`src/hdl/mjdr_pkg.sv`:
```
// Shared types and constants for the motor jam detect/reverse block.
// No dependencies; imported by every module under hdl/.
package mjdr_pkg;

  // Widths fixed by the item and register fields
  localparam int SPEED_W    = 8;
  localparam int MINSPD_W   = 7;
  localparam int TICK_W     = 8;
  localparam int CFG_ADDR_W = 3;
  localparam int IN_DATA_W  = 16;  // speed + motor_stopped, padded to bytes
  localparam int OUT_DATA_W = 16;  // drive + jam_active, padded to bytes

  // Default time field width
  localparam int TIME_WIDTH_DEF = 16;

  // Reset value of the tick period register
  localparam logic [TICK_W-1:0] TICK_MS_RST = 8'd10;

  // Full-scale drive magnitude used when reversing out of a jam
  localparam logic signed [SPEED_W-1:0] DRIVE_FULL = 8'sd127;

  // Item kind carried in tuser
  typedef enum logic {
    CMD_SET  = 1'b0,
    CMD_TICK = 1'b1
  } cmd_t;

  // Configuration register indexes
  typedef enum logic [CFG_ADDR_W-1:0] {
    REG_ENABLE     = 3'd0,
    REG_STICK_MODE = 3'd1,
    REG_WAIT_MS    = 3'd2,
    REG_OUTTAKE_MS = 3'd3,
    REG_MIN_SPEED  = 3'd4,
    REG_RETRY_MS   = 3'd5,
    REG_TICK_MS    = 3'd6
  } reg_idx_t;

  // Mode and rate settings handed from the register file to the engine
  typedef struct packed {
    logic                enable;
    logic                stick_mode;
    logic [MINSPD_W-1:0] min_spd;
    logic [TICK_W-1:0]   tick_ms;
  } cfg_ctl_t;

  // Supervisor state visible to the top level
  typedef struct packed {
    logic jammed;
    logic reset_pending;
  } eng_status_t;

endpackage

```
`src/hdl/motor_jam_detect_reverse_top.sv`:
```
// Motor jam detect/reverse: input register, supervision engine, result register.
// Input transfers enter the input register; results (if any) go to the result register.
// Throughput: one item per cycle unless out_* stalls; engine state updates once per item.
// Reset: synchronous, active low; clears config and state registers and both valid flags,
// tick period resets to 10 ms. Depends on mjdr_pkg, mjdr_cfg_regs, mjdr_engine.
module motor_jam_detect_reverse_top
  import mjdr_pkg::*;
#(
  parameter int TIME_WIDTH = TIME_WIDTH_DEF
) (
  input  logic                  clk,
  input  logic                  rst_n,
  // Input stream
  input  logic                  in_tvalid,
  output logic                  in_tready,
  input  logic [IN_DATA_W-1:0]  in_tdata,   // [7:0] speed, [8] motor_stopped
  input  logic                  in_tuser,   // [0] cmd
  // Result stream
  output logic                  out_tvalid,
  input  logic                  out_tready,
  output logic [OUT_DATA_W-1:0] out_tdata,  // [7:0] drive, [8] jam_active
  // Configuration
  input  logic                  cfg_we,
  input  logic [CFG_ADDR_W-1:0] cfg_addr,
  input  logic [TIME_WIDTH-1:0] cfg_wdata
);

  cfg_ctl_t              ctl;
  logic [TIME_WIDTH-1:0] wait_ms;
  logic [TIME_WIDTH-1:0] outtake_ms;
  logic [TIME_WIDTH-1:0] retry_ms;

  logic                      in_v_r;
  cmd_t                      in_cmd_r;
  logic signed [SPEED_W-1:0] in_speed_r;
  logic                      in_stop_r;

  logic                      out_v_r;
  logic signed [SPEED_W-1:0] out_drive_r;
  logic                      out_jam_r;

  logic                      item_go;
  logic                      res_valid;
  logic signed [SPEED_W-1:0] res_drive;
  logic                      res_jam;
  eng_status_t               st;

  mjdr_cfg_regs #(.TIME_WIDTH(TIME_WIDTH)) u_cfg (
    .clk        (clk),
    .rst_n      (rst_n),
    .cfg_we     (cfg_we),
    .cfg_addr   (cfg_addr),
    .cfg_wdata  (cfg_wdata),
    .ctl        (ctl),
    .wait_ms    (wait_ms),
    .outtake_ms (outtake_ms),
    .retry_ms   (retry_ms)
  );

  // Item held in the input register is processed when the result slot is free
  assign item_go   = in_v_r && (!out_v_r || out_tready);
  assign in_tready = !in_v_r || item_go;

  // Input register
  always_ff @(posedge clk) begin
    if (!rst_n) begin
      in_v_r <= 1'b0;
    end else if (in_tready) begin
      in_v_r <= in_tvalid;
    end
  end

  always_ff @(posedge clk) begin
    if (in_tready && in_tvalid) begin
      in_cmd_r   <= cmd_t'(in_tuser);
      in_speed_r <= $signed(in_tdata[SPEED_W-1:0]);
      in_stop_r  <= in_tdata[SPEED_W];
    end
  end

  mjdr_engine #(.TIME_WIDTH(TIME_WIDTH)) u_eng (
    .clk          (clk),
    .rst_n        (rst_n),
    .item_go      (item_go),
    .item_cmd     (in_cmd_r),
    .item_speed   (in_speed_r),
    .item_stopped (in_stop_r),
    .ctl          (ctl),
    .wait_ms      (wait_ms),
    .outtake_ms   (outtake_ms),
    .retry_ms     (retry_ms),
    .res_valid    (res_valid),
    .res_drive    (res_drive),
    .res_jam      (res_jam),
    .st           (st)
  );

  // Result register
  always_ff @(posedge clk) begin
    if (!rst_n) begin
      out_v_r <= 1'b0;
    end else if (item_go && res_valid) begin
      out_v_r <= 1'b1;
    end else if (out_tready) begin
      out_v_r <= 1'b0;
    end
  end

  always_ff @(posedge clk) begin
    if (item_go && res_valid) begin
      out_drive_r <= res_drive;
      out_jam_r   <= res_jam;
    end
  end

  assign out_tvalid = out_v_r;
  assign out_tdata  = {{(OUT_DATA_W-SPEED_W-1){1'b0}}, out_jam_r, out_drive_r};

  // A processed tick always retires the pending reset
  a_tick_clears_pending: assert property (@(posedge clk) disable iff (!rst_n)
    (item_go && in_cmd_r == CMD_TICK) |=> !st.reset_pending)
    else $error("pending reset survived a tick");

  // A tick with a pending reset leaves the block unjammed
  a_pending_unjams: assert property (@(posedge clk) disable iff (!rst_n)
    (item_go && in_cmd_r == CMD_TICK && st.reset_pending) |=> !st.jammed)
    else $error("jam survived a pending reset");

  // A produced result is always captured for delivery
  a_result_captured: assert property (@(posedge clk) disable iff (!rst_n)
    (item_go && res_valid) |=> out_v_r)
    else $error("result lost");

endmodule

```
`src/hdl/mjdr_cfg_regs.sv`:
```
// Configuration register file for the motor jam detect/reverse block.
// Depends on mjdr_pkg.
module mjdr_cfg_regs
  import mjdr_pkg::*;
#(
  parameter int TIME_WIDTH = TIME_WIDTH_DEF
) (
  input  logic                  clk,
  input  logic                  rst_n,
  input  logic                  cfg_we,
  input  logic [CFG_ADDR_W-1:0] cfg_addr,
  input  logic [TIME_WIDTH-1:0] cfg_wdata,
  output cfg_ctl_t              ctl,
  output logic [TIME_WIDTH-1:0] wait_ms,
  output logic [TIME_WIDTH-1:0] outtake_ms,
  output logic [TIME_WIDTH-1:0] retry_ms
);

  cfg_ctl_t              ctl_r;
  logic [TIME_WIDTH-1:0] wait_ms_r;
  logic [TIME_WIDTH-1:0] outtake_ms_r;
  logic [TIME_WIDTH-1:0] retry_ms_r;

  // Register writes; unknown indexes are dropped
  always_ff @(posedge clk) begin
    if (!rst_n) begin
      ctl_r.enable     <= 1'b0;
      ctl_r.stick_mode <= 1'b0;
      ctl_r.min_spd    <= '0;
      ctl_r.tick_ms    <= TICK_MS_RST;
      wait_ms_r        <= '0;
      outtake_ms_r     <= '0;
      retry_ms_r       <= '0;
    end else if (cfg_we) begin
      case (reg_idx_t'(cfg_addr))
        REG_ENABLE:     ctl_r.enable     <= cfg_wdata[0];
        REG_STICK_MODE: ctl_r.stick_mode <= cfg_wdata[0];
        REG_WAIT_MS:    wait_ms_r        <= cfg_wdata;
        REG_OUTTAKE_MS: outtake_ms_r     <= cfg_wdata;
        REG_MIN_SPEED:  ctl_r.min_spd    <= cfg_wdata[MINSPD_W-1:0];
        REG_RETRY_MS:   retry_ms_r       <= cfg_wdata;
        REG_TICK_MS:    ctl_r.tick_ms    <= cfg_wdata[TICK_W-1:0];
        default: ;
      endcase
    end
  end

  assign ctl        = ctl_r;
  assign wait_ms    = wait_ms_r;
  assign outtake_ms = outtake_ms_r;
  assign retry_ms   = retry_ms_r;

endmodule

```
`src/hdl/mjdr_engine.sv`:
```
// Jam supervision engine: speed/jam state registers and the per-item update.
// Depends on mjdr_pkg.
module mjdr_engine
  import mjdr_pkg::*;
#(
  parameter int TIME_WIDTH = TIME_WIDTH_DEF
) (
  input  logic                       clk,
  input  logic                       rst_n,
  input  logic                       item_go,
  input  cmd_t                       item_cmd,
  input  logic signed [SPEED_W-1:0]  item_speed,
  input  logic                       item_stopped,
  input  cfg_ctl_t                   ctl,
  input  logic [TIME_WIDTH-1:0]      wait_ms,
  input  logic [TIME_WIDTH-1:0]      outtake_ms,
  input  logic [TIME_WIDTH-1:0]      retry_ms,
  output logic                       res_valid,
  output logic signed [SPEED_W-1:0]  res_drive,
  output logic                       res_jam,
  output eng_status_t                st
);

  localparam int CW = TIME_WIDTH + 1;  // elapsed counter width

  logic signed [SPEED_W-1:0] cmd_speed_r, cmd_speed_nxt;
  logic signed [SPEED_W-1:0] prev_speed_r, prev_speed_nxt;
  logic                      jammed_r, jammed_nxt;
  logic [CW-1:0]             elapsed_r, elapsed_nxt;
  logic                      pend_r, pend_nxt;

  logic [SPEED_W-1:0]        mag;
  logic [SPEED_W-1:0]        min_ext;
  logic [CW:0]               sum;
  logic [CW-1:0]             elapsed_sat;
  logic [TIME_WIDTH-1:0]     timeout;
  logic signed [SPEED_W-1:0] jam_drive;

  // Magnitude of the command (-128 gives 128) and widened minimum
  assign mag     = cmd_speed_r[SPEED_W-1] ? (~cmd_speed_r + 8'd1) : cmd_speed_r;
  assign min_ext = {1'b0, ctl.min_spd};

  // Saturating counter advance
  assign sum         = {1'b0, elapsed_r} + (CW+1)'(ctl.tick_ms);
  assign elapsed_sat = sum[CW] ? {CW{1'b1}} : sum[CW-1:0];

  assign timeout = ctl.stick_mode ? retry_ms : outtake_ms;

  // Drive during the jam phase: zero in stick mode or for a zero command, else full reverse
  always_comb begin
    if (ctl.stick_mode || cmd_speed_r == '0) begin
      jam_drive = '0;
    end else if (cmd_speed_r[SPEED_W-1]) begin
      jam_drive = DRIVE_FULL;
    end else begin
      jam_drive = -DRIVE_FULL;
    end
  end

  // Per-item state update and result
  always_comb begin
    cmd_speed_nxt  = cmd_speed_r;
    prev_speed_nxt = prev_speed_r;
    jammed_nxt     = jammed_r;
    elapsed_nxt    = elapsed_r;
    pend_nxt       = pend_r;
    res_valid      = 1'b0;
    res_drive      = '0;
    if (item_cmd == CMD_SET) begin
      cmd_speed_nxt  = item_speed;
      prev_speed_nxt = item_speed;
      if (item_speed != prev_speed_r) begin
        res_drive = item_speed;
        pend_nxt  = 1'b1;
        res_valid = 1'b1;
      end
    end else begin
      if (ctl.enable) begin
        if (jammed_r) begin
          elapsed_nxt = elapsed_sat;
          res_drive   = jam_drive;
          res_valid   = 1'b1;
          if (elapsed_sat > {1'b0, timeout}) begin
            jammed_nxt  = 1'b0;
            elapsed_nxt = '0;
            res_drive   = cmd_speed_r;
          end
        end else if (mag >= min_ext && item_stopped) begin
          elapsed_nxt = elapsed_sat;
          if (elapsed_sat > {1'b0, wait_ms}) begin
            elapsed_nxt = '0;
            jammed_nxt  = 1'b1;
          end
        end
        // Command at or below the minimum speed: elapsed count is cleared
        if (mag <= min_ext) begin
          elapsed_nxt = '0;
        end
      end else begin
        elapsed_nxt = '0;
      end
      // A new set speed cancels any jam at the end of the tick
      if (pend_r) begin
        pend_nxt    = 1'b0;
        jammed_nxt  = 1'b0;
        elapsed_nxt = '0;
      end
    end
    res_jam = jammed_nxt;
  end

  // State registers, updated once per processed item
  always_ff @(posedge clk) begin
    if (!rst_n) begin
      cmd_speed_r  <= '0;
      prev_speed_r <= '0;
      jammed_r     <= 1'b0;
      elapsed_r    <= '0;
      pend_r       <= 1'b0;
    end else if (item_go) begin
      cmd_speed_r  <= cmd_speed_nxt;
      prev_speed_r <= prev_speed_nxt;
      jammed_r     <= jammed_nxt;
      elapsed_r    <= elapsed_nxt;
      pend_r       <= pend_nxt;
    end
  end

  assign st.jammed        = jammed_r;
  assign st.reset_pending = pend_r;

endmodule
```
`config.mk`:
```
export PLATFORM = sky130hd
export DESIGN_NAME = motor_jam_detect_reverse_top
export DESIGN_NICKNAME = d
export VERILOG_FILES = /design/src/hdl/mjdr_pkg.sv /design/src/hdl/motor_jam_detect_reverse_top.sv /design/src/hdl/mjdr_cfg_regs.sv /design/src/hdl/mjdr_engine.sv
export SDC_FILE = /design/constraint.sdc
export NUM_CORES = 1
export LEC_CHECK = 0
export BUFFER_PORTS_ARGS = -buffer_cell sky130_fd_sc_hd__buf_2
export CORE_MARGIN = 5
export CORE_UTILIZATION = 60
export CTS_CLUSTER_SIZE = 14
export DETAILED_ROUTE_END_ITERATION = 7
export GPL_TIMING_DRIVEN = 0
export PLACE_DENSITY = 0.86
export SKIP_CTS_REPAIR_TIMING = 1
export SLEW_MARGIN = 20
export SYNTH_ARGS = -nofsm -noshare
export SYNTH_HDL_FRONTEND = slang
export SYNTH_SLANG_ARGS = --single-unit
```
`constraint.sdc`:
```
create_clock -name clk -period 4.32 [get_ports clk]
set_input_delay 0.864 -clock clk [delete_from_list [all_inputs] [get_ports clk]]
set_output_delay 0.864 -clock clk [all_outputs]
set_load 0.03 [all_outputs]
```
==> impl_metrics.toml <==
[worst_setup_path]
path_class = "flop to flop"
required_ns = 4.59
slowest_delay_ns = 0.41
start_kind = "flop"
end_kind = "flop"
crit_fanout = 8
regToRegStartpoint = "u_cfg.ctl[6]"
timing.rr.end = "out_drive_r[5]"
worstRegToRegCells = 15
crit_start = "u_cfg.ctl[6]"
cp_slowest_cell = "a21oi_1"
cp.arrival_ns = 4.48
r2r_setup_slack_ns = 0.11
crit_chain = "ha_1 > a21o_1 > a21oi_1 > a21oi_4 > and2_2 > nor2_1 > inv_1 > ha_1 > a211oi_1 > nor2_1 > a2111oi_2 > o21ai_2 > a21oi_2 > nor2_2 > a221o_1"

[sta]
fin_ws_ns = 0.106
holdWs_ns = 0.465
skew_ns = 0.00734
max_freq_mhz = 237
post-route-min-period_ns = 4.21
worst_slew_pin_slew_ns = 0.881
drv_slew = 0
setup_viol = 0
finalCritPeriodShare = 0.976
finalHoldViolCount = 0
slew_headroom = 0.411

[yosys]
synth.distinct_cells = 57
synth_ff_type = "dfxtp_1"
synth_top_area_frac = 0.298
yosysSeqAreaShare = 0.389
yosys.area.top_type = "dfxtp_1"
ys_warn_count = 0
synthAdderAreaFrac = 0.0983
synth_edf_count = 19
yosys.area_share.simple = 0.193
syn_inst = 720
avgSynthCellArea_um2 = 8.77
ys_async_sr_fraction = 0
synth_seq_cells = 113
syn_area_um2 = 6310
synthMuxAreaShare = 0.0462
synth_top_family_by_area = "simple AND/OR/NAND/NOR gates"
synthXorXnorAreaFrac = 0.0291
yosys-top-cells-area = "dfxtp_1, ha_1, edfxtp_1, nand2_1, a21boi_0"
synth-compound-area-share = 0.190

[final_layout]
fillers = 759
regArea_um2 = 2450
final_nets = 883
final_area_um2 = 7400
multi_input_area_um2 = 3630
layout_common_cells = "nand2_1, dfxtp_1, a21boi_0, buf_2, ha_1"
drive_above_1_share = 0.146
num_antenna_cells = 0
area.growth.synth_to_final_pct = 17.3
mostFrequentLayoutCell = "nand2_1"

[pwr]
p_leak_nw = 2.86
seqPwrFrac = 0.418
p_per_area_nw_per_um2 = 361
switching_share = 0.254
power.share.combinational = 0.092
p_clk_frac = 0.490
internal_power_mw = 1.99
peakVddDrop_mv = 0.359
switchingPower_mw = 0.680

[flow_run]
maxCapViolations = 0

[outcome]
status = "finished, final reports clean"

[drt]
dr.pass1.iters = 6
drc = 0
postRouteAntennaNets = 0
num_vias = 5611
wl_per_cell_um = 17.3
vias_per_cell = 5.96
first_iter_violations = 561
drt_wl_total_um = 16300

[die]
ios = 59
dieWidth_um = 113
core_um2 = 10300
initial_utilization = 0.614
die_h_um = 113
fp-row-count = 37
fp.dieArea_um2 = 12700

[global_routing]
grt_util_all_layers = 0.259
grt_pass1_wl_um = 26500
grt_pass1_vias = 5520
grt_max_degree = 17
antenna_found_initial = 0
gr-total-overflow = 0

[placed_design]
dp_slack_ns = -0.135
post_dp_cell_area_um2 = 6720
io_buffers = 44
gp_congestion = 0.861
dp_hpwl_um = 11800

[clocking]
clkSlewWorstSetupHoldPaths_ns = 0.06
cts.htree.levels = 4
clk_latency_ns = 0.53
cts_tree = "yes"
cts_buffers = 17
root_buffer = "clkbuf_8"
cts_sinks = 113
clk_path_buf_depth = 2

[hold_path]
whs_endpoint = "u_cfg.outtake_ms[3]"
whs_path_depth = 2
hold_class = "flop to flop"
holdCritStartpoint = "u_cfg.outtake_ms[3]"
## area by class of cell
cell class / instances / share of cell area
clock buffer: 20 / 0.0603
timing repair buffer: 49 / 0.0348
buffer: 35 / 0.0232
sequential: 113 / 0.331
inverter: 44 / 0.0223
tap: 136 / 0.0230
multi-input combinational: 533 / 0.490
clock inverter: 12 / 0.0149
## power groups by stage
stage	Clock, mW	Combinational, mW	Sequential (mW)
after CTS	1.31	0.229	1.12
after floorplan	0	0.151	1.14
after detailed placement	0	0.225	1.14
final	1.31	0.246	1.12
after global placement	0	0.215	1.14
after global routing	1.37	0.268	1.12
## state kept, by name (all words and copies together) (netlist names)
register and cells:
in_stop_r 1, u_cfg.ctl 17, in_v_r 1, u_eng.cmd_speed_r 8
in_speed_r 8, u_cfg.retry_ms 16, out_jam_r 1, in_cmd_r 1
out_tvalid 1, u_eng.pend_r 1, out_drive_r 8, u_cfg.wait_ms 16
u_cfg.outtake_ms 16, u_eng.jammed_r 1, u_eng.elapsed_r 17
## worst max-delay path, delay by kind of cell (launching register included)
family | cells | cell delay (ns)
DFF | 1 | 0.33
adders and majority gates | 2 | 0.71
buffers and inverters | 1 | 0.10
and+or+nand+nor | 4 | 0.66
AOI/OAI and AO/OA | 8 | 2.16
## Yosys cell counts (all sizes together) (3+ instances only)
library cell and instances:
nand2 147, dfxtp 94, a21boi 64, ha 48
inv 44, nor2 31, mux2i 28, a21oi 24
clkbuf 24, o21ai 21, edfxtp 19, nand3 18
nor2b 16, o2bb2ai 16, xnor2 16, buf 12
nand4 10, a221o 8, and2 8, nand2b 7
nor3 6, o21a 6, a21o 5, xor2 5
o31ai 4, a31oi 3, nor4 3, o211ai 3
## cells by family after synthesis
logic type	count (synthesis)
XOR/XNOR	21
buffers and inverters	80
other	1
AND/OR/NAND/NOR	261
adder cells (fa/ha/maj)	49
multiplexers	29
AO/OA/AOI/OAI	166
flip-flops	113
## per-layer routing
metal / track usage / part of all wire
met5: 0 / 0
met4: 0.0946 / 0.026
met3: 0.0615 / 0.069
met2: 0.421 / 0.46
met1: 0.337 / 0.44
## how the worst max path moves through the flow
stage | end | slack (ns) | cells after the start
CTS | out_drive_r[3] | -0.16 | 17
finish | out_drive_r[5] | 0.11 | 15
global route | out_drive_r[3] | -0.10 | 15
floorplan | out_drive_r[1] | 0.41 | 17
global placement | out_drive_r[5] | -0.03 | 17
detailed placement | out_drive_r[3] | -0.13 | 17
## per-stage QoR
step | power, mW | instances | setup TNS, ns | utilization
3_3_place_gp | 1.35 | 906 | -0.118 | 0.654
3_5_place_dp | 1.36 | 906 | -0.733 | 0.654
4_1_cts | 2.65 | 938 | -1.09 | 0.708
2_1_floorplan | 1.29 | 726 | 0 | -
6_report | 2.67 | 942 | 0 | 0.720
5_1_grt | 2.75 | 942 | -0.587 | 0.720
Note: power is estimated with default switching activity, not from simulation.
